## config.mk

```make
export PLATFORM = sky130hd
export DESIGN_NAME = midi_note_to_rgb_level_flat
export DESIGN_NICKNAME = d
export VERILOG_FILES = /design/src/rtl/mnrgb_pkg.sv /design/src/rtl/mnrgb_req_if.sv /design/src/rtl/mnrgb_rsp_if.sv /design/src/rtl/midi_note_to_rgb_level.sv /design/src/flat_wrapper.sv
export SDC_FILE = /design/constraint.sdc
export NUM_CORES = 1
export LEC_CHECK = 0
export ABC_CLOCK_PERIOD_IN_PS = 3400
export BUFFER_PORTS_ARGS = -buffer_cell sky130_fd_sc_hd__buf_2
export CORE_AREA = 2 2 162 164
export CTS_BUF_LIST = sky130_fd_sc_hd__clkbuf_4
export DETAILED_ROUTE_END_ITERATION = 10
export DIE_AREA = 0 0 164 166
export PLACE_DENSITY = 0.62
export SLEW_MARGIN = 15
export SYNTH_ARGS = -nofsm -noshare
export SYNTH_HDL_FRONTEND = slang
export SYNTH_SLANG_ARGS = --single-unit
```

## constraint.sdc

```tcl
create_clock -name clock -period 3.4 [get_ports clock]
set_clock_uncertainty 0.15 [all_clocks]
set_input_delay 0.17 -clock clock [delete_from_list [all_inputs] [get_ports clock]]
set_output_delay 0.17 -clock clock [all_outputs]
set_load 0.05 [all_outputs]
```

## src/rtl/mnrgb_pkg.sv

```systemverilog
// ----------------------------------------------------------------------------
// mnrgb_pkg
// Shared widths, codes and reset values of the MIDI note to RGB level block.
// ----------------------------------------------------------------------------
package mnrgb_pkg;

   localparam int BYTE_W     = 8;
   localparam int LEVEL_W    = 8;
   localparam int NOTE_W     = 7;
   localparam int CHAN_W     = 4;
   localparam int COUNT_W    = 16;
   localparam int PHASE_W    = 2;
   localparam int COLOUR_W   = 2;
   localparam int NUM_COLOURS = 3;

   localparam int CSR_DATA_W = 32;
   localparam int CSR_ADDR_W = 5;

   // input item kinds
   localparam logic OP_BYTE = 1'b0;
   localparam logic OP_TICK = 1'b1;

   // MIDI status high nibbles
   localparam logic [3:0] STATUS_NOTE_OFF = 4'h8;
   localparam logic [3:0] STATUS_NOTE_ON  = 4'h9;

   localparam logic [COLOUR_W-1:0] COLOUR_RED   = 2'd0;
   localparam logic [COLOUR_W-1:0] COLOUR_GREEN = 2'd1;
   localparam logic [COLOUR_W-1:0] COLOUR_BLUE  = 2'd2;
   localparam logic [COLOUR_W-1:0] NO_COLOUR    = 2'd3;

   // register reset values
   localparam logic [CHAN_W-1:0]  RST_MIDI_CHANNEL    = 4'd0;
   localparam logic [NOTE_W-1:0]  RST_RED_NOTE        = 7'h24;
   localparam logic [NOTE_W-1:0]  RST_GREEN_NOTE      = 7'h28;
   localparam logic [NOTE_W-1:0]  RST_BLUE_NOTE       = 7'h2C;
   localparam logic [COUNT_W-1:0] RST_RELEASE_DELAY   = 16'd100;
   localparam logic [COUNT_W-1:0] RST_MESSAGE_TIMEOUT = 16'd50000;

   typedef enum logic [2:0] {
      CSR_MIDI_CHANNEL    = 3'd0,
      CSR_RED_NOTE        = 3'd1,
      CSR_GREEN_NOTE      = 3'd2,
      CSR_BLUE_NOTE       = 3'd3,
      CSR_RELEASE_DELAY   = 3'd4,
      CSR_MESSAGE_TIMEOUT = 3'd5
   } csr_index_type;

endpackage

```

## src/rtl/mnrgb_req_if.sv

```systemverilog
// ----------------------------------------------------------------------------
// mnrgb_req_if
// Input channel: one MIDI byte or one tick per transfer.
// ----------------------------------------------------------------------------
interface mnrgb_req_if;

   logic                            valid;
   logic                            ready;
   logic                            op;
   logic [mnrgb_pkg::BYTE_W-1:0]    rx_byte;

   modport source (output valid, output op, output rx_byte, input ready);
   modport sink   (input valid, input op, input rx_byte, output ready);

endinterface

```

## src/rtl/mnrgb_rsp_if.sv

```systemverilog
// ----------------------------------------------------------------------------
// mnrgb_rsp_if
// Result channel: colour levels, refresh flag and parser phase per transfer.
// ----------------------------------------------------------------------------
interface mnrgb_rsp_if;

   logic                            valid;
   logic                            ready;
   logic [mnrgb_pkg::LEVEL_W-1:0]   red_level;
   logic [mnrgb_pkg::LEVEL_W-1:0]   green_level;
   logic [mnrgb_pkg::LEVEL_W-1:0]   blue_level;
   logic                            refresh;
   logic [mnrgb_pkg::PHASE_W-1:0]   parse_phase;

   modport source (output valid, output red_level, output green_level,
                   output blue_level, output refresh, output parse_phase,
                   input ready);
   modport sink   (input valid, input red_level, input green_level,
                   input blue_level, input refresh, input parse_phase,
                   output ready);

endinterface

```

## src/rtl/midi_note_to_rgb_level.sv

```systemverilog
// ----------------------------------------------------------------------------
// midi_note_to_rgb_level
// MIDI note-message parser driving three colour levels with release timers.
// ----------------------------------------------------------------------------
// Usage:
//   req carries either a received MIDI byte (op = 0) or one time tick
//   (op = 1). Every transfer on req gives exactly one transfer on rsp with
//   the three colour levels after that item, a refresh flag and the parser
//   phase.
//   An item taken on req is offered on rsp in the cycle after. Throughput
//   is one item per cycle while rsp is not stalled; the parser, stall counter
//   and the three release counters all update in the single pass between
//   the state registers and the rsp register.
//   If rsp is stalled, one result is held in the rsp register and req.ready
//   drops until it is taken; nothing is lost or repeated.
//   Reset (synchronous, active high) empties rsp, returns the parser to
//   waiting, clears levels and timers and loads the register defaults.
//   The csr port (APB style, pready always high) holds the MIDI channel,
//   the red/green/blue note numbers, the release delay and the message
//   timeout at byte addresses 0, 4, 8, 12, 16 and 20. Write it only while
//   the block is idle.
// ----------------------------------------------------------------------------
module midi_note_to_rgb_level (
   input  logic                                  clock,
   input  logic                                  reset,
   mnrgb_req_if.sink                             req,
   mnrgb_rsp_if.source                           rsp,
   input  logic                                  csr_psel,
   input  logic                                  csr_penable,
   input  logic                                  csr_pwrite,
   input  logic [mnrgb_pkg::CSR_ADDR_W-1:0]      csr_paddr,
   input  logic [mnrgb_pkg::CSR_DATA_W-1:0]      csr_pwdata,
   output logic [mnrgb_pkg::CSR_DATA_W-1:0]      csr_prdata,
   output logic                                  csr_pready
);

   typedef enum logic [mnrgb_pkg::PHASE_W-1:0] {
      PHASE_WAIT   = 2'd0,
      PHASE_STATUS = 2'd1,
      PHASE_NOTE   = 2'd2
   } phase_type;

   // configuration registers
   logic [mnrgb_pkg::CHAN_W-1:0]   midi_channel_ff;
   logic [mnrgb_pkg::NOTE_W-1:0]   red_note_ff;
   logic [mnrgb_pkg::NOTE_W-1:0]   green_note_ff;
   logic [mnrgb_pkg::NOTE_W-1:0]   blue_note_ff;
   logic [mnrgb_pkg::COUNT_W-1:0]  release_delay_ff;
   logic [mnrgb_pkg::COUNT_W-1:0]  message_timeout_ff;

   mnrgb_pkg::csr_index_type       csr_index;
   logic                           csr_write;

   // parser and timer state
   phase_type                      phase_ff, phase_in;
   logic                           note_on_ff, note_on_in;
   logic [mnrgb_pkg::COLOUR_W-1:0] sel_ff, sel_in;
   logic [mnrgb_pkg::COUNT_W-1:0]  stall_ff, stall_in;
   logic [mnrgb_pkg::LEVEL_W-1:0]  levels_ff [mnrgb_pkg::NUM_COLOURS];
   logic [mnrgb_pkg::LEVEL_W-1:0]  levels_in [mnrgb_pkg::NUM_COLOURS];
   logic                           armed_ff  [mnrgb_pkg::NUM_COLOURS];
   logic                           armed_in  [mnrgb_pkg::NUM_COLOURS];
   logic [mnrgb_pkg::COUNT_W-1:0]  count_ff  [mnrgb_pkg::NUM_COLOURS];
   logic [mnrgb_pkg::COUNT_W-1:0]  count_in  [mnrgb_pkg::NUM_COLOURS];
   logic                           refresh_in;

   // result register
   logic                           rsp_valid_ff;
   logic [mnrgb_pkg::LEVEL_W-1:0]  rsp_red_ff, rsp_green_ff, rsp_blue_ff;
   logic                           rsp_refresh_ff;
   logic [mnrgb_pkg::PHASE_W-1:0]  rsp_phase_ff;

   logic                           accept;

   // ---------------------------------------------------------------- csr
   assign csr_pready = 1'b1;
   assign csr_index  = mnrgb_pkg::csr_index_type'(csr_paddr[4:2]);
   assign csr_write  = csr_psel && csr_penable && csr_pwrite;

   always_comb begin
      case (csr_index)
         mnrgb_pkg::CSR_MIDI_CHANNEL:
            csr_prdata = mnrgb_pkg::CSR_DATA_W'(midi_channel_ff);
         mnrgb_pkg::CSR_RED_NOTE:
            csr_prdata = mnrgb_pkg::CSR_DATA_W'(red_note_ff);
         mnrgb_pkg::CSR_GREEN_NOTE:
            csr_prdata = mnrgb_pkg::CSR_DATA_W'(green_note_ff);
         mnrgb_pkg::CSR_BLUE_NOTE:
            csr_prdata = mnrgb_pkg::CSR_DATA_W'(blue_note_ff);
         mnrgb_pkg::CSR_RELEASE_DELAY:
            csr_prdata = mnrgb_pkg::CSR_DATA_W'(release_delay_ff);
         mnrgb_pkg::CSR_MESSAGE_TIMEOUT:
            csr_prdata = mnrgb_pkg::CSR_DATA_W'(message_timeout_ff);
         default:
            csr_prdata = '0;
      endcase
   end

   always_ff @(posedge clock) begin
      if (reset) begin
         midi_channel_ff    <= mnrgb_pkg::RST_MIDI_CHANNEL;
         red_note_ff        <= mnrgb_pkg::RST_RED_NOTE;
         green_note_ff      <= mnrgb_pkg::RST_GREEN_NOTE;
         blue_note_ff       <= mnrgb_pkg::RST_BLUE_NOTE;
         release_delay_ff   <= mnrgb_pkg::RST_RELEASE_DELAY;
         message_timeout_ff <= mnrgb_pkg::RST_MESSAGE_TIMEOUT;
      end else if (csr_write) begin
         case (csr_index)
            mnrgb_pkg::CSR_MIDI_CHANNEL:
               midi_channel_ff <= csr_pwdata[mnrgb_pkg::CHAN_W-1:0];
            mnrgb_pkg::CSR_RED_NOTE:
               red_note_ff <= csr_pwdata[mnrgb_pkg::NOTE_W-1:0];
            mnrgb_pkg::CSR_GREEN_NOTE:
               green_note_ff <= csr_pwdata[mnrgb_pkg::NOTE_W-1:0];
            mnrgb_pkg::CSR_BLUE_NOTE:
               blue_note_ff <= csr_pwdata[mnrgb_pkg::NOTE_W-1:0];
            mnrgb_pkg::CSR_RELEASE_DELAY:
               release_delay_ff <= csr_pwdata[mnrgb_pkg::COUNT_W-1:0];
            mnrgb_pkg::CSR_MESSAGE_TIMEOUT:
               message_timeout_ff <= csr_pwdata[mnrgb_pkg::COUNT_W-1:0];
            default: ;
         endcase
      end
   end

   // ---------------------------------------------------------- handshake
   // rsp register frees up in the same cycle it is taken
   assign req.ready = !rsp_valid_ff || rsp.ready;
   assign accept    = req.valid && req.ready;

   // -------------------------------------------------------- next state
   always_comb begin
      logic [3:0]                    hi;
      logic [3:0]                    lo;
      logic [mnrgb_pkg::COLOUR_W-1:0] found;
      logic [mnrgb_pkg::COUNT_W-1:0]  stall_inc;

      hi         = req.rx_byte[7:4];
      lo         = req.rx_byte[3:0];
      found      = mnrgb_pkg::NO_COLOUR;
      stall_inc  = stall_ff + 16'd1;

      phase_in   = phase_ff;
      note_on_in = note_on_ff;
      sel_in     = sel_ff;
      stall_in   = stall_ff;
      levels_in  = levels_ff;
      armed_in   = armed_ff;
      count_in   = count_ff;
      refresh_in = 1'b0;

      if (req.op == mnrgb_pkg::OP_BYTE) begin
         case (phase_ff)
            PHASE_WAIT: begin
               if ((hi == mnrgb_pkg::STATUS_NOTE_OFF || hi == mnrgb_pkg::STATUS_NOTE_ON)
                   && lo == midi_channel_ff) begin
                  phase_in   = PHASE_STATUS;
                  note_on_in = (hi == mnrgb_pkg::STATUS_NOTE_ON);
                  stall_in   = '0;
               end
            end
            PHASE_STATUS: begin
               // red beats green beats blue on equal note numbers
               if (!req.rx_byte[7]) begin
                  if (req.rx_byte[6:0] == red_note_ff)
                     found = mnrgb_pkg::COLOUR_RED;
                  else if (req.rx_byte[6:0] == green_note_ff)
                     found = mnrgb_pkg::COLOUR_GREEN;
                  else if (req.rx_byte[6:0] == blue_note_ff)
                     found = mnrgb_pkg::COLOUR_BLUE;
               end
               sel_in   = found;
               stall_in = '0;
               if (found != mnrgb_pkg::NO_COLOUR)
                  phase_in = PHASE_NOTE;
               else
                  phase_in = PHASE_WAIT;
            end
            PHASE_NOTE: begin
               if (!req.rx_byte[7] && sel_ff != mnrgb_pkg::NO_COLOUR) begin
                  if (note_on_ff) begin
                     levels_in[sel_ff] = {req.rx_byte[6:0], 1'b0};
                     armed_in[sel_ff]  = 1'b0;
                  end else begin
                     armed_in[sel_ff]  = 1'b1;
                     count_in[sel_ff]  = release_delay_ff;
                  end
                  refresh_in = 1'b1;
               end
               phase_in = PHASE_WAIT;
               sel_in   = mnrgb_pkg::NO_COLOUR;
               stall_in = '0;
            end
            default: begin
               phase_in = PHASE_WAIT;
               sel_in   = mnrgb_pkg::NO_COLOUR;
               stall_in = '0;
            end
         endcase
      end else begin
         if (phase_ff == PHASE_STATUS || phase_ff == PHASE_NOTE) begin
            stall_in = stall_inc;
            if (stall_inc == message_timeout_ff) begin
               phase_in = PHASE_WAIT;
               sel_in   = mnrgb_pkg::NO_COLOUR;
               stall_in = '0;
            end
         end
         for (int c = 0; c < mnrgb_pkg::NUM_COLOURS; c++) begin
            if (count_ff[c] != '0) begin
               count_in[c] = count_ff[c] - 16'd1;
               if (count_ff[c] == 16'd1 && armed_ff[c]) begin
                  levels_in[c] = '0;
                  armed_in[c]  = 1'b0;
                  refresh_in   = 1'b1;
               end
            end
         end
      end
   end

   // ---------------------------------------------------------- registers
   always_ff @(posedge clock) begin
      if (reset) begin
         phase_ff     <= PHASE_WAIT;
         note_on_ff   <= 1'b1;
         sel_ff       <= mnrgb_pkg::NO_COLOUR;
         stall_ff     <= '0;
         for (int c = 0; c < mnrgb_pkg::NUM_COLOURS; c++) begin
            levels_ff[c] <= '0;
            armed_ff[c]  <= 1'b0;
            count_ff[c]  <= '0;
         end
         rsp_valid_ff <= 1'b0;
      end else begin
         if (accept) begin
            phase_ff     <= phase_in;
            note_on_ff   <= note_on_in;
            sel_ff       <= sel_in;
            stall_ff     <= stall_in;
            levels_ff    <= levels_in;
            armed_ff     <= armed_in;
            count_ff     <= count_in;
            rsp_valid_ff <= 1'b1;
         end else if (rsp.ready) begin
            rsp_valid_ff <= 1'b0;
         end
      end
   end

   // result payload
   always_ff @(posedge clock) begin
      if (accept) begin
         rsp_red_ff     <= levels_in[mnrgb_pkg::COLOUR_RED];
         rsp_green_ff   <= levels_in[mnrgb_pkg::COLOUR_GREEN];
         rsp_blue_ff    <= levels_in[mnrgb_pkg::COLOUR_BLUE];
         rsp_refresh_ff <= refresh_in;
         rsp_phase_ff   <= phase_in;
      end
   end

   assign rsp.valid       = rsp_valid_ff;
   assign rsp.red_level   = rsp_red_ff;
   assign rsp.green_level = rsp_green_ff;
   assign rsp.blue_level  = rsp_blue_ff;
   assign rsp.refresh     = rsp_refresh_ff;
   assign rsp.parse_phase = rsp_phase_ff;

endmodule

```

## src/flat_wrapper.sv

```systemverilog
// flat-port wrapper written by rule: the top's interface ports become plain ports
module midi_note_to_rgb_level_flat 
  (clock, reset, csr_psel, csr_penable, csr_pwrite, csr_paddr, csr_pwdata, csr_prdata, csr_pready, req_valid, req_op, req_rx_byte, req_ready, rsp_valid, rsp_red_level, rsp_green_level, rsp_blue_level, rsp_refresh, rsp_parse_phase, rsp_ready);
  mnrgb_req_if req_i ();
  mnrgb_rsp_if rsp_i ();
  input  logic clock;
  input  logic reset;
  input  logic csr_psel;
  input  logic csr_penable;
  input  logic csr_pwrite;
  input  logic [mnrgb_pkg::CSR_ADDR_W-1:0] csr_paddr;
  input  logic [mnrgb_pkg::CSR_DATA_W-1:0] csr_pwdata;
  output logic [mnrgb_pkg::CSR_DATA_W-1:0] csr_prdata;
  output logic csr_pready;
  input wire logic [$bits(req_i.valid)-1:0] req_valid;
  input wire logic [$bits(req_i.op)-1:0] req_op;
  input wire logic [$bits(req_i.rx_byte)-1:0] req_rx_byte;
  output wire logic [$bits(req_i.ready)-1:0] req_ready;
  output wire logic [$bits(rsp_i.valid)-1:0] rsp_valid;
  output wire logic [$bits(rsp_i.red_level)-1:0] rsp_red_level;
  output wire logic [$bits(rsp_i.green_level)-1:0] rsp_green_level;
  output wire logic [$bits(rsp_i.blue_level)-1:0] rsp_blue_level;
  output wire logic [$bits(rsp_i.refresh)-1:0] rsp_refresh;
  output wire logic [$bits(rsp_i.parse_phase)-1:0] rsp_parse_phase;
  input wire logic [$bits(rsp_i.ready)-1:0] rsp_ready;
  assign req_i.valid = req_valid;
  assign req_i.op = req_op;
  assign req_i.rx_byte = req_rx_byte;
  assign req_ready = req_i.ready;
  assign rsp_valid = rsp_i.valid;
  assign rsp_red_level = rsp_i.red_level;
  assign rsp_green_level = rsp_i.green_level;
  assign rsp_blue_level = rsp_i.blue_level;
  assign rsp_refresh = rsp_i.refresh;
  assign rsp_parse_phase = rsp_i.parse_phase;
  assign rsp_i.ready = rsp_ready;
  midi_note_to_rgb_level u_core (.clock(clock), .reset(reset), .req(req_i), .rsp(rsp_i), .csr_psel(csr_psel), .csr_penable(csr_penable), .csr_pwrite(csr_pwrite), .csr_paddr(csr_paddr), .csr_pwdata(csr_pwdata), .csr_prdata(csr_prdata), .csr_pready(csr_pready));
endmodule
```

======== Yosys cells after proc, flatten, opt, wreduce, memory -nomap -nowiden ========
Cells that the tools add are included.
cells by class
  add/sub/neg operators ................... 4
  $lt $le $gt $ge ......................... 2
  eq/ne operators ......................... 30
  mux-type cells .......................... 68
  bitwise operators ....................... 5
  reductions and logical operators ........ 37
operators by type and width
  operator                                                number
  two-way mux 48 bit                                      4
  two-way mux 16 bit                                      9
  two-way mux 24 bit                                      4
  one-hot mux 16 bit (6 select lines)                     1
  two-way mux 8 bit                                       7
  bitwise mux 48 bit                                      1
  == test 16 x 1 -> 1 bit (second input constant)         3
  nonzero test 16 bit                                     3
  subtractor 16 x 1 -> 16 bit (second input constant)     3
  demux 16 bit (select 2 bit)                             1
  AND reduction 5 bit                                     6
  two-way mux 2 bit                                       13
  bitwise mux 24 bit                                      1
  == test 7 bit                                           3
  two-way mux 1 bit                                       19
  adder 16 x 1 -> 16 bit (second input constant)          1
  demux 8 bit (select 2 bit)                              1
  == test 16 bit                                          1
  inequality test 2 x 1 -> 1 bit (second input constant)  8
  two-way mux 3 bit                                       4
  AND reduction 2 bit                                     6
  logical AND 1 bit                                       9
  == test 4 bit (second input constant)                   2
  inequality test 2 bit (second input constant)           4
  23 further kinds                                        32
word-level totals
  register bits ........................... 181
  input port bits ......................... 53
  word-level logic and storage cells ...... 171

======== Depth between registers and ports, before layout ========
  word-level depth ........................ 11
  mapped depth ............................ 10
  depth with buffers taken out ............ 9

======== Worst setup path before layout ========
OpenSTA, ideal clock, no wires.
  kind .................................... flip-flop to flip-flop
  start point ............................. register u_core.rsp_valid_ff, in the netlist u_core.rsp.valid
  end point ............................... register u_core.rsp_blue_ff, in the netlist u_core.rsp.blue_level[0], enable pin
  setup time .............................. 402 ps
  data arrival time ....................... 2186 ps
  setup slack ............................. 662 ps
  cell stages (with the launch flop) ...... 5
  buffers on the path ..................... 1
  period minus slack after synthesis ...... 2738 ps
  path through ............................ dfxtp_1 nand2b_1 nand2_1 inv_1 clkbuf_1
between the ends
  cells in the longest elaborated chain, start to end .. 3
ends and longest elaborated chain
  element                   RTL line                       text
  start: declaration        midi_note_to_rgb_level.sv:68   logic rsp_valid_ff;
  start signal: assignment  midi_note_to_rgb_level.sv:234  rsp_valid_ff <= 1'b0;
  start signal: assignment  midi_note_to_rgb_level.sv:244  rsp_valid_ff <= 1'b1;
  start signal: assignment  midi_note_to_rgb_level.sv:246  rsp_valid_ff <= 1'b0;
  zero test 1 bit           midi_note_to_rgb_level.sv:128  assign req.ready = !rsp_valid_ff || rsp.ready;
  logical OR 1 bit          midi_note_to_rgb_level.sv:128
  named net req_ready       flat_wrapper.sv:18             output wire logic [$bits(req_i.ready)-1:0] req_ready;
  logical AND 1 bit         midi_note_to_rgb_level.sv:129  assign accept = req.valid && req.ready;
  named net u_core.accept   midi_note_to_rgb_level.sv:73   logic accept;
  end signal: assignment    midi_note_to_rgb_level.sv:256  rsp_blue_ff <= levels_in[mnrgb_pkg::COLOUR_BLUE];
  end: declaration          midi_note_to_rgb_level.sv:69   logic [mnrgb_pkg::LEVEL_W-1:0] rsp_red_ff, rsp_green_ff, rsp_blue_ff;
The timed path passes the listed nets, and every way through them passes these cells.
A chain may end at the register's enable or synchronous reset.

======== Worst setup path after layout ========
  start point ............................. register u_core.stall_ff[0] (netlist name)
  end point ............................... register u_core.phase_ff[1]
between the ends
  cells in the longest elaborated chain, start to end .. 5
ends and longest elaborated chain
  element                   RTL line                       text
  start: declaration        midi_note_to_rgb_level.sv:58   logic [mnrgb_pkg::COUNT_W-1:0] stall_ff, stall_in;
  start signal: assignment  midi_note_to_rgb_level.sv:240  stall_ff <= stall_in;
  adder 16 x 1 -> 16 bit    midi_note_to_rgb_level.sv:141  stall_inc = stall_ff + 16'd1;
  == test 16 bit            midi_note_to_rgb_level.sv:203  if (stall_inc == message_timeout_ff) begin
  two-way mux 2 bit         midi_note_to_rgb_level.sv:203
  two-way mux 2 bit         midi_note_to_rgb_level.sv:201  if (phase_ff == PHASE_STATUS || phase_ff == PHASE_NOTE) begin
  two-way mux 2 bit         midi_note_to_rgb_level.sv:152  if (req.op == mnrgb_pkg::OP_BYTE) begin
  end signal: assignment    midi_note_to_rgb_level.sv:237  phase_ff <= phase_in;
  end: declaration          midi_note_to_rgb_level.sv:55   phase_type phase_ff, phase_in;
Every way passes these cells.

==> run metrics <==
Placed Area 0.0105 mm^2; startpoint types flip-flop; hold wc startpoint csr_penable; post-route setup TNS 0 ns; Root Driver clkbuf_4; Hold Path End u_core.green_note_ff[4]; worst hold path type input pin to flip-flop; worst setup margin 0.579 ns; wire per inst 16.7 um; Worst Tran Pin Value ~0.94 ns; Critical Path End Type flip-flop; minimum clock period about 2.8 ns; NumNets Final 1383; Worst path top cell family by delay simple AND/OR/NAND/NOR gates; post-synth top area share 0.313; worst-path maximum fanout 8; Fillers 2552; total die area ~0.027 mm^2; worst reg2reg setup slack 0.58 ns; # Max-Cap Violations 0; EDFF count, synth 27; Main synth FF type dfxtp_1; peak supply drop 0.160 mV; pwr dens 399 mW/mm^2; Post-Route WL 27.8 mm; Skew-Pair Late Insertion Delay around 0.59 ns; number of global-route vias before repair 8444; Max clock buf depth 2; total number of vias 9214; leakage approximately 4.0 nW; Arr. time, crit path ~3.2 ns; Layout area overhead 12.6%; Final Hold Viols 0; dpl cells 1607; Slowest Stage Delay on Critical Path 0.49 ns; # setup viols final 0; Yosys reg bits 181; Post-CTS Setup Bufs 0; Residual DRC 0; Starting Density 0.384; relative slew slack 0.373; share of cells above drive strength 1 0.118; asr flop ratio synth 0; met2 usage 0.325; Antenna Nets Post-Route 0; Final Cycle Share 0.830; Seq/Total Area, Yosys 0.396; First-pass DRT Iterations 5; M3 GR Usage 0.0340; unrepaired setup endpoints after global routing no; largest net degree at the start of global routing 61; FF-to-FF Start u_core.stall_ff[0]; GRT Max-Usage Layer met2; Slew Limit Fails 0; worst-path cell chain ha_1 -> nand3_1 -> or3_1 -> xnor2_1 -> nor4_2 -> a31oi_1 -> buf_4 -> nor3b_1 -> a211o_1; met1 GRT Util 0.275; clock sinks around 180; post-synthesis average cell area a little under 8 um^2; Worst R2R Path Depth 9; outcome completed; final instance area 0.0111 mm^2; Vias/cell between 5 and 6; PortBufs 79; Worst R2R End u_core.phase_ff[1]; first-pass GRT wire length 44.1 mm; unique cell type count in the Yosys netlist 66; synthesized area 0.00984 mm^2; GRT Total Usage 0.201; H-Tree Level Count 4; post-DP HPWL between 15 and 20 mm; Synth area leaders dfxtp_1 31%, nand2_1 8.8%, edfxtp_1 8.2%, nor2_1 5.1%, a21oi_1 4.8%; CP bufs+invs 1; num rows 59; Overflow after GRT 0; CTS tree yes; Data required, critical path 3.74 ns; Finished Layout Cells 1668; Worst path slowest cell dfxtp_1; die width approximately 160 um; fmax 354 MHz; total CTS buffers 17; Critical Setup Path Class flip-flop to flip-flop; YS warnings 0; hold slack 0.0874 ns; GP Congestion 0.859; IO Pins about 120; critical path depth 9; hold path cells 5; DRT iter0 DRCs 843; core box area 0.0256 mm^2; Die Ht 166 um; dominant cell type by area after synthesis dfxtp_1; pre-CTS setup slack around 0.6 ns; initial antenna violation count 1; Clock transition at path regs 0.16 ns; Post-Syn Instances 1253
==> tightest hold or removal path, stage by stage <==
cell and delay, ns:
buf_2 0.10, nand3_1 0.16, nor3_2 0.16, mux2i_1 0.14, nor2_1 0.07
==> layout make-up <==
type | instances | area, um^2 | share of cell area
diodes | 1 | 2.50 | 0.000226
clock buffers | 17 | 128 | 0.0115
clock inverters | 14 | 200 | 0.0181
inverters | 26 | 97.6 | 0.00881
multi-input cells | 962 | 5470 | 0.494
flip-flops and latches | 181 | 3890 | 0.351
well taps | 335 | 419 | 0.0378
repair buffers | 132 | 868 | 0.0784
==> synthesized netlist by cell type (all sizes together), types with 20 or more instances <==
cell	n
nand2	230
nor2	133
nand3	27
nor4	21
inv	26
nor3	29
dfxtp	154
edfxtp	27
o21ai	72
a22oi	24
xnor2	36
mux2i	32
a21oi	95
clkbuf	67
xor2	20
buf	32
==> worst max-delay path by stage <==
| stage | startpoint | endpoint | slack, ns |
|---|---|---|---|
| after floorplan | u_core.rsp.valid | u_core.rsp.blue_level[0] | 0.66 |
| after global placement | u_core.stall_ff[0] | u_core.phase_ff[1] | 0.68 |
| after detailed placement | u_core.stall_ff[0] | u_core.stall_ff[5] | 0.61 |
| after CTS | u_core.stall_ff[0] | u_core.phase_ff[1] | 0.58 |
| after global routing | u_core.stall_ff[0] | u_core.stall_ff[14] | 0.36 |
| final | u_core.stall_ff[0] | u_core.phase_ff[1] | 0.58 |
==> report_power, final <==
group,internal [mW],total [mW],switching [mW]
Sequential,2.22,2.27,0.0466
Combinational,0.244,0.759,0.516
Clock,0.591,1.39,0.800
Total,3.06,4.42,1.36
==> metrics by stage <==
step | util | total power [mW]
2_1_floorplan | - | 2.87
3_3_place_gp | 0.408 | 3.04
3_5_place_dp | 0.408 | 3.04
4_1_cts | 0.433 | 4.45
5_1_grt | 0.433 | 4.61
6_report | 0.433 | 4.42
==> timing repair <==
action	in CTS	in global routing
hold buffers	29	0
endpoints found under the hold margin	117	0
gates resized for setup	0	0
==> per-layer routing <==
| metal | wire (um) | share of wire |
|---|---|---|
| met1 | 12700 | 0.46 |
| met2 | 13100 | 0.47 |
| met3 | 1440 | 0.052 |
| met4 | 495 | 0.018 |
| met5 | 0 | 0 |
==> cells in the final DEF, fill, tap and decap left out, drive strengths merged, types with 29 or more instances in the layout <==
| master | n |
|---|---|
| xnor2 | 36 |
| nor2 | 133 |
| nand2 | 230 |
| o21ai | 72 |
| mux2i | 32 |
| a21oi | 95 |
| nor3 | 29 |
| dfxtp | 154 |
| inv | 30 |
| dlygate4sd3 | 29 |
| buf | 103 |
==> cells by family (layout without fill, tap and decap cells) <==
kind of cell,after synthesis,count (layout),synth area share
AND/OR/NAND/NOR,543,543,0.254
AO/OA/AOI/OAI,295,295,0.187
flip-flops,181,181,0.396
buffers and inverters,125,189,0.0566
XOR/XNOR,57,57,0.0522
multiplexers,40,40,0.0417
adder cells (fa/ha/maj),10,10,0.0127
other,2,18,0.000763
==> state kept, by name, indices dropped and copies added, names as in the netlist <==
register                   count
u_core.count_ff               48
u_core.levels_ff              24
u_core.message_timeout_ff     16
u_core.release_delay_ff       16
u_core.stall_ff               16
u_core.rsp.blue_level          8
u_core.rsp.green_level         8
u_core.rsp.red_level           8
u_core.blue_note_ff            7
u_core.green_note_ff           7
u_core.red_note_ff             7
u_core.midi_channel_ff         4
u_core.armed_ff                3
u_core.phase_ff                2
u_core.rsp.parse_phase         2
u_core.sel_ff                  2
u_core.note_on_ff              1
u_core.rsp.refresh             1
u_core.rsp.valid               1
(Power assumes the default switching activity.)
